[config.mk]
export PLATFORM = sky130hd
export DESIGN_NAME = linked_queue_buffer_manager_unit_flat
export DESIGN_NICKNAME = d
export VERILOG_FILES = /design/src/rtl/core/lqbm_pkg.sv /design/src/rtl/core/lqbm_if.sv /design/src/rtl/core/linked_queue_buffer_manager_unit.sv /design/src/flat_wrapper.sv
export SDC_FILE = /design/constraint.sdc
export NUM_CORES = 1
export LEC_CHECK = 0
export ABC_AREA = 1
export BUFFER_PORTS_ARGS = -buffer_cell sky130_fd_sc_hd__buf_4
export CORE_MARGIN = 8
export CORE_UTILIZATION = 30
export CTS_BUF_LIST = sky130_fd_sc_hd__clkbuf_4 sky130_fd_sc_hd__clkbuf_8
export CTS_CLUSTER_SIZE = 25
export DETAILED_ROUTE_END_ITERATION = 7
export HOLD_SLACK_MARGIN = 0.06
export PLACE_DENSITY = 0.42
export SETUP_SLACK_MARGIN = 0.2
export SYNTH_ARGS = -nofsm -noshare
export SYNTH_HDL_FRONTEND = slang
export SYNTH_SLANG_ARGS = --single-unit
[constraint.sdc]
create_clock -name clk_i -period 2.3 [get_ports clk_i]
set_input_delay 0.23 -clock clk_i [delete_from_list [all_inputs] [get_ports clk_i]]
set_output_delay 0.23 -clock clk_i [all_outputs]
set_load 0.005 [all_outputs]
[src/rtl/core/lqbm_pkg.sv]
package lqbm_pkg;

  // payload field widths
  localparam int unsigned CmdW   = 2;
  localparam int unsigned NodeW  = 4;
  localparam int unsigned SlotW  = 4;
  localparam int unsigned FreeOutW = 5;

  // pool size default, number of nodes on the free list after reset
  localparam int unsigned DefaultCapacity = 15;

  // free counter saturates at the top of this width
  localparam int unsigned CountW = 16;

  // command codes
  typedef enum logic [CmdW-1:0] {
    CMD_ALLOC   = 2'd0,
    CMD_APPEND  = 2'd1,
    CMD_DEQUEUE = 2'd2,
    CMD_FREE    = 2'd3
  } cmd_e;

  // control sequencer states
  typedef enum logic [1:0] {
    ST_INIT,
    ST_IDLE,
    ST_EXEC
  } state_e;

endpackage

[src/rtl/core/lqbm_if.sv]
// command channel
interface lqbm_cmd_if import lqbm_pkg::*; ();
  logic             valid;
  logic             ready;
  logic [CmdW-1:0]  cmd;
  logic [NodeW-1:0] node;

  modport source (output valid, output cmd, output node, input ready);
  modport sink   (input valid, input cmd, input node, output ready);
endinterface

// response channel
interface lqbm_rsp_if import lqbm_pkg::*; ();
  logic                valid;
  logic                ready;
  logic                ok;
  logic [SlotW-1:0]    slot;
  logic [SlotW-1:0]    release_node;
  logic [FreeOutW-1:0] free_count;

  modport source (output valid, output ok, output slot, output release_node,
                  output free_count, input ready);
  modport sink   (input valid, input ok, input slot, input release_node,
                  input free_count, output ready);
endinterface

[src/rtl/core/linked_queue_buffer_manager_unit.sv]
// Node pool manager: CAPACITY+1 node slots kept as a free-list stack and a
// singly linked FIFO that always holds one dummy node at its head. Commands
// are allocate, append, dequeue and free; each returns one response with the
// free count after the command. The accept cycle issues reads of both link
// memories, and the next cycle applies the update and loads the response
// register. A new command is taken only once the current one has been
// applied and the response register is free or being read. The link
// memories have a registered read. After reset a clearing pass writes
// every entry of both link memories; no command is accepted until it ends.
// Node indices from the caller are not checked against the list contents.
module linked_queue_buffer_manager_unit import lqbm_pkg::*; #(
  parameter int unsigned CAPACITY = DefaultCapacity
) (
  input  logic        clk_i,
  input  logic        rst_ni,
  lqbm_cmd_if.sink    req_i,
  lqbm_rsp_if.source  rsp_o
);

  localparam int unsigned PoolNodes = CAPACITY + 1;
  localparam int unsigned IdxW      = $clog2(PoolNodes);
  localparam int unsigned LinkW     = $clog2(PoolNodes + 1);
  localparam logic [LinkW-1:0]  LinkInvalid = LinkW'(PoolNodes);
  localparam logic [IdxW-1:0]   LastIdx     = IdxW'(PoolNodes - 1);
  localparam logic [CountW-1:0] CountMax    = '1;

  // link memories
  logic [LinkW-1:0] free_mem  [PoolNodes];
  logic [LinkW-1:0] queue_mem [PoolNodes];

  // control and pointer registers
  state_e            state_q, state_d;
  logic [IdxW-1:0]   init_idx_q, init_idx_d;
  logic [LinkW-1:0]  free_top_q, free_top_d;
  logic [CountW-1:0] free_size_q, free_size_d;
  logic [IdxW-1:0]   front_q, front_d;
  logic [IdxW-1:0]   back_q, back_d;
  cmd_e              cmd_q, cmd_d;
  logic [NodeW-1:0]  node_q, node_d;
  logic              out_valid_q, out_valid_d;

  // response payload registers
  logic                ok_q, ok_d;
  logic [SlotW-1:0]    slot_q, slot_d;
  logic [SlotW-1:0]    rel_q, rel_d;
  logic [FreeOutW-1:0] count_q, count_d;

  // memory read and write controls
  logic             rd_en;
  logic [IdxW-1:0]  free_rd_addr;
  logic [LinkW-1:0] free_rd_q;
  logic [LinkW-1:0] queue_rd_q;
  logic             free_we;
  logic [IdxW-1:0]  free_wr_addr;
  logic [LinkW-1:0] free_wr_data;
  logic             queue_we;
  logic [IdxW-1:0]  queue_wr_addr;
  logic [LinkW-1:0] queue_wr_data;

  // decoded conditions
  logic             accept;
  logic             top_ok;
  logic             node_ok;
  logic             next_ok;
  logic [IdxW-1:0]  node_idx;
  logic [IdxW-1:0]  top_idx;

  assign top_ok   = (free_top_q < LinkInvalid);
  assign node_ok  = (32'(node_q) < 32'(PoolNodes));
  assign next_ok  = (queue_rd_q < LinkInvalid);
  assign node_idx = IdxW'(node_q);
  assign top_idx  = free_top_q[IdxW-1:0];

  assign req_i.ready = (state_q == ST_IDLE) && (!out_valid_q || rsp_o.ready);
  assign accept      = req_i.valid && req_i.ready;

  assign rsp_o.valid        = out_valid_q;
  assign rsp_o.ok           = ok_q;
  assign rsp_o.slot         = slot_q;
  assign rsp_o.release_node = rel_q;
  assign rsp_o.free_count   = count_q;

  // an invalid top addresses entry zero, its data goes unused
  assign rd_en        = accept;
  assign free_rd_addr = top_ok ? top_idx : '0;

  // next state, list updates and response
  always_comb begin
    state_d       = state_q;
    init_idx_d    = init_idx_q;
    free_top_d    = free_top_q;
    free_size_d   = free_size_q;
    front_d       = front_q;
    back_d        = back_q;
    cmd_d         = cmd_q;
    node_d        = node_q;
    out_valid_d   = out_valid_q;
    ok_d          = ok_q;
    slot_d        = slot_q;
    rel_d         = rel_q;
    count_d       = count_q;
    free_we       = 1'b0;
    free_wr_addr  = init_idx_q;
    free_wr_data  = LinkW'(init_idx_q) + LinkW'(1);
    queue_we      = 1'b0;
    queue_wr_addr = init_idx_q;
    queue_wr_data = LinkInvalid;

    if (out_valid_q && rsp_o.ready) begin
      out_valid_d = 1'b0;
    end

    unique case (state_q)
      ST_INIT: begin
        // clearing pass: free entry i links to i+1, queue links invalid
        free_we  = 1'b1;
        queue_we = 1'b1;
        if (init_idx_q == LastIdx) begin
          state_d = ST_IDLE;
        end else begin
          init_idx_d = init_idx_q + IdxW'(1);
        end
      end

      ST_IDLE: begin
        if (accept) begin
          cmd_d   = cmd_e'(req_i.cmd);
          node_d  = req_i.node;
          state_d = ST_EXEC;
        end
      end

      ST_EXEC: begin
        ok_d    = 1'b1;
        slot_d  = '0;
        rel_d   = '0;
        state_d = ST_IDLE;
        unique case (cmd_q)
          CMD_ALLOC: begin
            if (!top_ok) begin
              ok_d = 1'b0;
            end else begin
              free_top_d = free_rd_q;
              if (free_size_q != '0) begin
                free_size_d = free_size_q - CountW'(1);
              end
              queue_we      = 1'b1;
              queue_wr_addr = top_idx;
              queue_wr_data = LinkInvalid;
              slot_d        = SlotW'(free_top_q);
            end
          end
          CMD_APPEND: begin
            if (node_ok) begin
              queue_we      = 1'b1;
              queue_wr_addr = back_q;
              queue_wr_data = LinkW'(node_q);
              back_d        = node_idx;
            end
          end
          CMD_DEQUEUE: begin
            if (!next_ok) begin
              ok_d = 1'b0;
            end else begin
              front_d = queue_rd_q[IdxW-1:0];
              slot_d  = SlotW'(queue_rd_q);
              rel_d   = SlotW'(front_q);
            end
          end
          CMD_FREE: begin
            if (node_ok) begin
              free_we      = 1'b1;
              free_wr_addr = node_idx;
              free_wr_data = free_top_q;
              free_top_d   = LinkW'(node_q);
              if (free_size_q != CountMax) begin
                free_size_d = free_size_q + CountW'(1);
              end
            end
          end
          default: begin
            ok_d = 1'b1;
          end
        endcase
        count_d     = free_size_d[FreeOutW-1:0];
        out_valid_d = 1'b1;
      end

      default: begin
        state_d = ST_INIT;
      end
    endcase
  end

  // control registers
  always_ff @(posedge clk_i or negedge rst_ni) begin
    if (!rst_ni) begin
      state_q     <= ST_INIT;
      init_idx_q  <= '0;
      free_top_q  <= LinkW'(1);
      free_size_q <= CountW'(CAPACITY);
      front_q     <= '0;
      back_q      <= '0;
      out_valid_q <= 1'b0;
    end else begin
      state_q     <= state_d;
      init_idx_q  <= init_idx_d;
      free_top_q  <= free_top_d;
      free_size_q <= free_size_d;
      front_q     <= front_d;
      back_q      <= back_d;
      out_valid_q <= out_valid_d;
    end
  end

  // command and response payload
  always_ff @(posedge clk_i) begin
    cmd_q   <= cmd_d;
    node_q  <= node_d;
    ok_q    <= ok_d;
    slot_q  <= slot_d;
    rel_q   <= rel_d;
    count_q <= count_d;
  end

  // free link memory
  always_ff @(posedge clk_i) begin
    if (free_we) begin
      free_mem[free_wr_addr] <= free_wr_data;
    end
    if (rd_en) begin
      free_rd_q <= free_mem[free_rd_addr];
    end
  end

  // queue link memory
  always_ff @(posedge clk_i) begin
    if (queue_we) begin
      queue_mem[queue_wr_addr] <= queue_wr_data;
    end
    if (rd_en) begin
      queue_rd_q <= queue_mem[front_q];
    end
  end

endmodule
[src/flat_wrapper.sv]
// flat-port wrapper written by rule: the top's interface ports become plain ports
module linked_queue_buffer_manager_unit_flat import lqbm_pkg::*;
#(
  parameter int unsigned CAPACITY = DefaultCapacity
)
  (clk_i, rst_ni, req_i_valid, req_i_cmd, req_i_node, req_i_ready, rsp_o_valid, rsp_o_ok, rsp_o_slot, rsp_o_release_node, rsp_o_free_count, rsp_o_ready);
  lqbm_cmd_if req_i_i ();
  lqbm_rsp_if rsp_o_i ();
  input  logic clk_i;
  input  logic rst_ni;
  input wire logic [$bits(req_i_i.valid)-1:0] req_i_valid;
  input wire logic [$bits(req_i_i.cmd)-1:0] req_i_cmd;
  input wire logic [$bits(req_i_i.node)-1:0] req_i_node;
  output wire logic [$bits(req_i_i.ready)-1:0] req_i_ready;
  output wire logic [$bits(rsp_o_i.valid)-1:0] rsp_o_valid;
  output wire logic [$bits(rsp_o_i.ok)-1:0] rsp_o_ok;
  output wire logic [$bits(rsp_o_i.slot)-1:0] rsp_o_slot;
  output wire logic [$bits(rsp_o_i.release_node)-1:0] rsp_o_release_node;
  output wire logic [$bits(rsp_o_i.free_count)-1:0] rsp_o_free_count;
  input wire logic [$bits(rsp_o_i.ready)-1:0] rsp_o_ready;
  assign req_i_i.valid = req_i_valid;
  assign req_i_i.cmd = req_i_cmd;
  assign req_i_i.node = req_i_node;
  assign req_i_ready = req_i_i.ready;
  assign rsp_o_valid = rsp_o_i.valid;
  assign rsp_o_ok = rsp_o_i.ok;
  assign rsp_o_slot = rsp_o_i.slot;
  assign rsp_o_release_node = rsp_o_i.release_node;
  assign rsp_o_free_count = rsp_o_i.free_count;
  assign rsp_o_i.ready = rsp_o_ready;
  linked_queue_buffer_manager_unit #(.CAPACITY(CAPACITY)) u_core (.clk_i(clk_i), .rst_ni(rst_ni), .req_i(req_i_i), .rsp_o(rsp_o_i));
endmodule
==> parameters.txt <==
Parameter                              Value

Route
  Max layer used    met4
  Average routed wire per standard cell    19.00 microns
  Antenna Violating Nets Remaining    0
  Routed vias    7675
  Length of routed met3 wiring    1.514 mm
  Number of DRC markers after the initial detailed-route iteration    567
  Ratio of routed vias to standard cells    4.782
  DRT met1 WL    14.02 mm
  Detailed Route WL    30.49 mm
  First-pass DRT Iterations    5
  Drt drc    0
  Routed wl met2    14.38 mm

STA
  Min Clock Period, post-route    2095 ps
  Measured slew at the worst slew-check pin    777.9 ps
  Fin Hold WS    186.1 ps
  Max-slew violations    0
  Max Freq    0.4774 GHz
  Final Cycle Share    91.07%
  Count of endpoints failing setup in the final report    0
  Max-Slew Margin vs Limit    48.14%
  RSZ-0062 raised after global routing    yes
  Worst-case clock skew    29.38 ps
  Accumulated negative setup slack    0 ps
  Final Hold Violating Endpoints    0

Logic synthesis
  Total nets after synthesis    1015
  Mapped Area    10550 sq um
  Share of synthesized area occupied by flip-flops and latches    62.67%
  Distinct cell type count of the synthesized netlist    46
  Post-synth EDFFs    190
  Warning count from the yosys run    0
  Most instantiated flip-flop cell in the synthesis netlist    sky130_fd_sc_hd__edfxtp_1
  Synthesized flop and latch total    226
  Share of synthesized flip-flops with an asynchronous set or reset    15.93%
  Gate Count Post-Synth    998
  Post-synthesis average cell area    10.57 sq um

Critical path
  Cells traversed along the worst timing path    inv_2 -> ha_4 -> buf_4 -> o21ai_4 -> a21oi_4 -> o21ai_4 -> nor2_4 -> nand2_4 -> nor2_2 -> buf_4
  Worst reg2reg startpoint    u_core.cmd_q[1]$_DFFE_PP_
  Startpoint type of the worst setup path    flop
  FF-to-FF End    u_core.queue_mem[12][3]$_DFFE_PP_
  Master of the slowest instance on the critical path    sky130_fd_sc_hd__edfxtp_1
  Critical Path Max Stage Delay    420 ps
  Required time of the critical path    2580 ps
  Crit path kind    flop to flop
  Critical Path Sink Type    flop
  Worst reg2reg path depth    10
  Crit path DAT    2370 ps
  CP Max Fanout    5
  Setup slack of the worst register-to-register path    210 ps

Layout
  Diode count    0
  Layout cells sized above 1    25.57%
  Final non-filler cell total    1605
  Post-route core utilization    37.33%
  Number of filler cells placed in the layout    3443
  Most frequent cells in the layout    sky130_fd_sc_hd__edfxtp_1, sky130_fd_sc_hd__nand2_1, sky130_fd_sc_hd__nor2_1
  Number of nets in the finished design    1134
  Area used by multi-input combinational logic    3630 sq um
  Layout overhead on the synthesized area    22.52%
  Sequential cell area    6614 sq um
  Most common cell after layout, fill and taps aside    sky130_fd_sc_hd__edfxtp_1

Global route
  Vias in the first global route    7926
  Overall routing resource usage    14.67%
  Number of antenna violations at the first check in global routing    0
  Maximum number of pins on one net before global-route repair    42
  First-pass GRT wire length    46.85 mm
  Leftover overflow at the end of global routing    0

Floorplanning
  Chip height    203.5 microns
  Top-Level Pins    26
  Overall die width    203.5 microns
  Placeable Area    34630 sq um
  Cell row count    68
  Initial standard-cell utilization of the core    30.47%
  Die area    41430 sq um

Placement
  Placed instance count    1513
  Weighted congestion reported at the end of routability-driven placement    0.7928
  DPL Wire Length    20.58 mm
  Input/output buffers    25

Clocking
  Number of buffers inserted during clock tree synthesis    41
  Clk root buf    sky130_fd_sc_hd__clkbuf_8
  Number of H-tree levels    2
  TritonCTS clock tree    done
  Clock-pin transition on the worst setup and hold timing paths    70 ps
  Clk buf depth    3
  Clk sinks    226
  Insertion delay to the later sink of the worst-skew pair    580 ps

Outcome
  Status    complete, no violations

Hold path
  Min-delay worst type    input port to async pin

Power and ir drop
  Flop pwr share    37.0%
  Power density of the placed cells    1245 nW/um^2
  Clock network power share    23.7%
  Internal portion of total power    9671 uW
  Switching power as a share of total power    39.89%
  Pleak    0.004915 uW
  Largest voltage drop on the vdd net    0.0003600 V
  Overall Power    16090 uW
  Net load switching power    6418 uW
  Portion of total power attributed to combinational logic    39.3%

Job
  Max-cap violations    0
[per-layer routing]
layer,GRT usage [%],up-vias
met2,23.75,165
li1,-,3734
met3,2.856,41
met1,19.72,3735
met5,0,-
met4,4.299,0
[power groups by stage]
stage	Sequential, uW	Clock [uW]	Combinational [uW]
3_3_place_gp	6030	0	5970
5_1_grt	6020	4130	7060
4_1_cts	5950	3960	6090
2_1_floorplan	5820	0	3810
3_5_place_dp	6020	0	5960
6_report	5950	3820	6320
[synth_stat cells (all sizes together) (2+ instances only)]
library cell,instances,share of area [%]
a21oi,6,0.43
o311ai,7,0.58
or2,14,0.83
ha,7,0.83
buf,24,1.7
nor2,168,6.7
dfrtp,31,7.4
o221ai,19,1.6
xor2,17,1.4
o21ai,126,6.3
nand2,165,6.2
nor3,3,0.14
edfxtp,190,54
o22ai,16,0.95
inv,78,2.8
clkinv,2,0.083
clkbuf,20,0.71
nand3,58,3.0
dfstp,5,1.2
o21a,3,0.21
a21boi,5,0.36
nor3b,3,0.21
nand4,6,0.36
o211ai,22,1.6
[per-stage QoR]
stage	setup slack (ps)	area, sq um
2_1_floorplan	175.5	10550
3_3_place_gp	85.44	11660
3_5_place_dp	21.78	11660
4_1_cts	188.3	12650
5_1_grt	109.8	12930
6_report	205.5	12930
[cells by family after synthesis]
group           count (synthesis)  synth area share (%)
simple gates                  418                 17.61
compound gates                205                 12.06
fa+ha+maj                       7                0.8300
xor+xnor                       18                 1.494
buf+inv                       124                 5.336
flops                         226                 62.67
[layout make-up]
class / instances / share of cell area (%)
sequential: 226 / 51.16
multi-input combinational: 648 / 28.08
timing repair buffer: 120 / 7.569
clock buffer: 58 / 5.401
tap: 455 / 4.404
inverter: 80 / 2.410
clock inverter: 18 / 0.9775
[registers in the layout (all words and copies together) (netlist names), 5 cells and up]
register	cells
u_core.free_mem	80
u_core.queue_mem	80
u_core.free_size_q	16
u_core.free_rd_q	5
u_core.free_top_q	5
u_core.queue_rd_q	5
u_core.rsp_o.free_count	5
[what timing repair did]
item | in CTS | in global routing
gates resized for setup | 19 | 64
pin swaps | 4 | 8
setup buffers | 1 | 6
endpoints found under the hold margin | 44 | 0
hold buffers | 9 | 0
setup endpoints to repair | 107 | 198
[worst max path at each step]
stage                              start  slack, ps  cells past startpoint                           endpoint
6_report       u_core.cmd_q[1]$_DFFE_PP_        210                     10  u_core.queue_mem[12][3]$_DFFE_PP_
2_1_floorplan  u_core.cmd_q[0]$_DFFE_PP_        180                      7    u_core.free_mem[0][2]$_DFFE_PP_
5_1_grt        u_core.cmd_q[1]$_DFFE_PP_        110                     10  u_core.queue_mem[12][3]$_DFFE_PP_
3_3_place_gp   u_core.cmd_q[0]$_DFFE_PP_         90                     10   u_core.queue_mem[7][1]$_DFFE_PP_
4_1_cts        u_core.cmd_q[0]$_DFFE_PP_        190                      9   u_core.free_mem[11][1]$_DFFE_PP_
3_5_place_dp   u_core.cmd_q[0]$_DFFE_PP_         20                     10   u_core.queue_mem[7][2]$_DFFE_PP_
[critical path, delay by kind of cell, from the launching register on]
family	cells	cell delay [ps]
buffers and inverters	3	400
flip-flops	1	420
AO/OA/AOI/OAI	3	410
AND/OR/NAND/NOR	3	410
adder cells (fa/ha/maj)	1	160
Power figures use the tool's default switching activity.
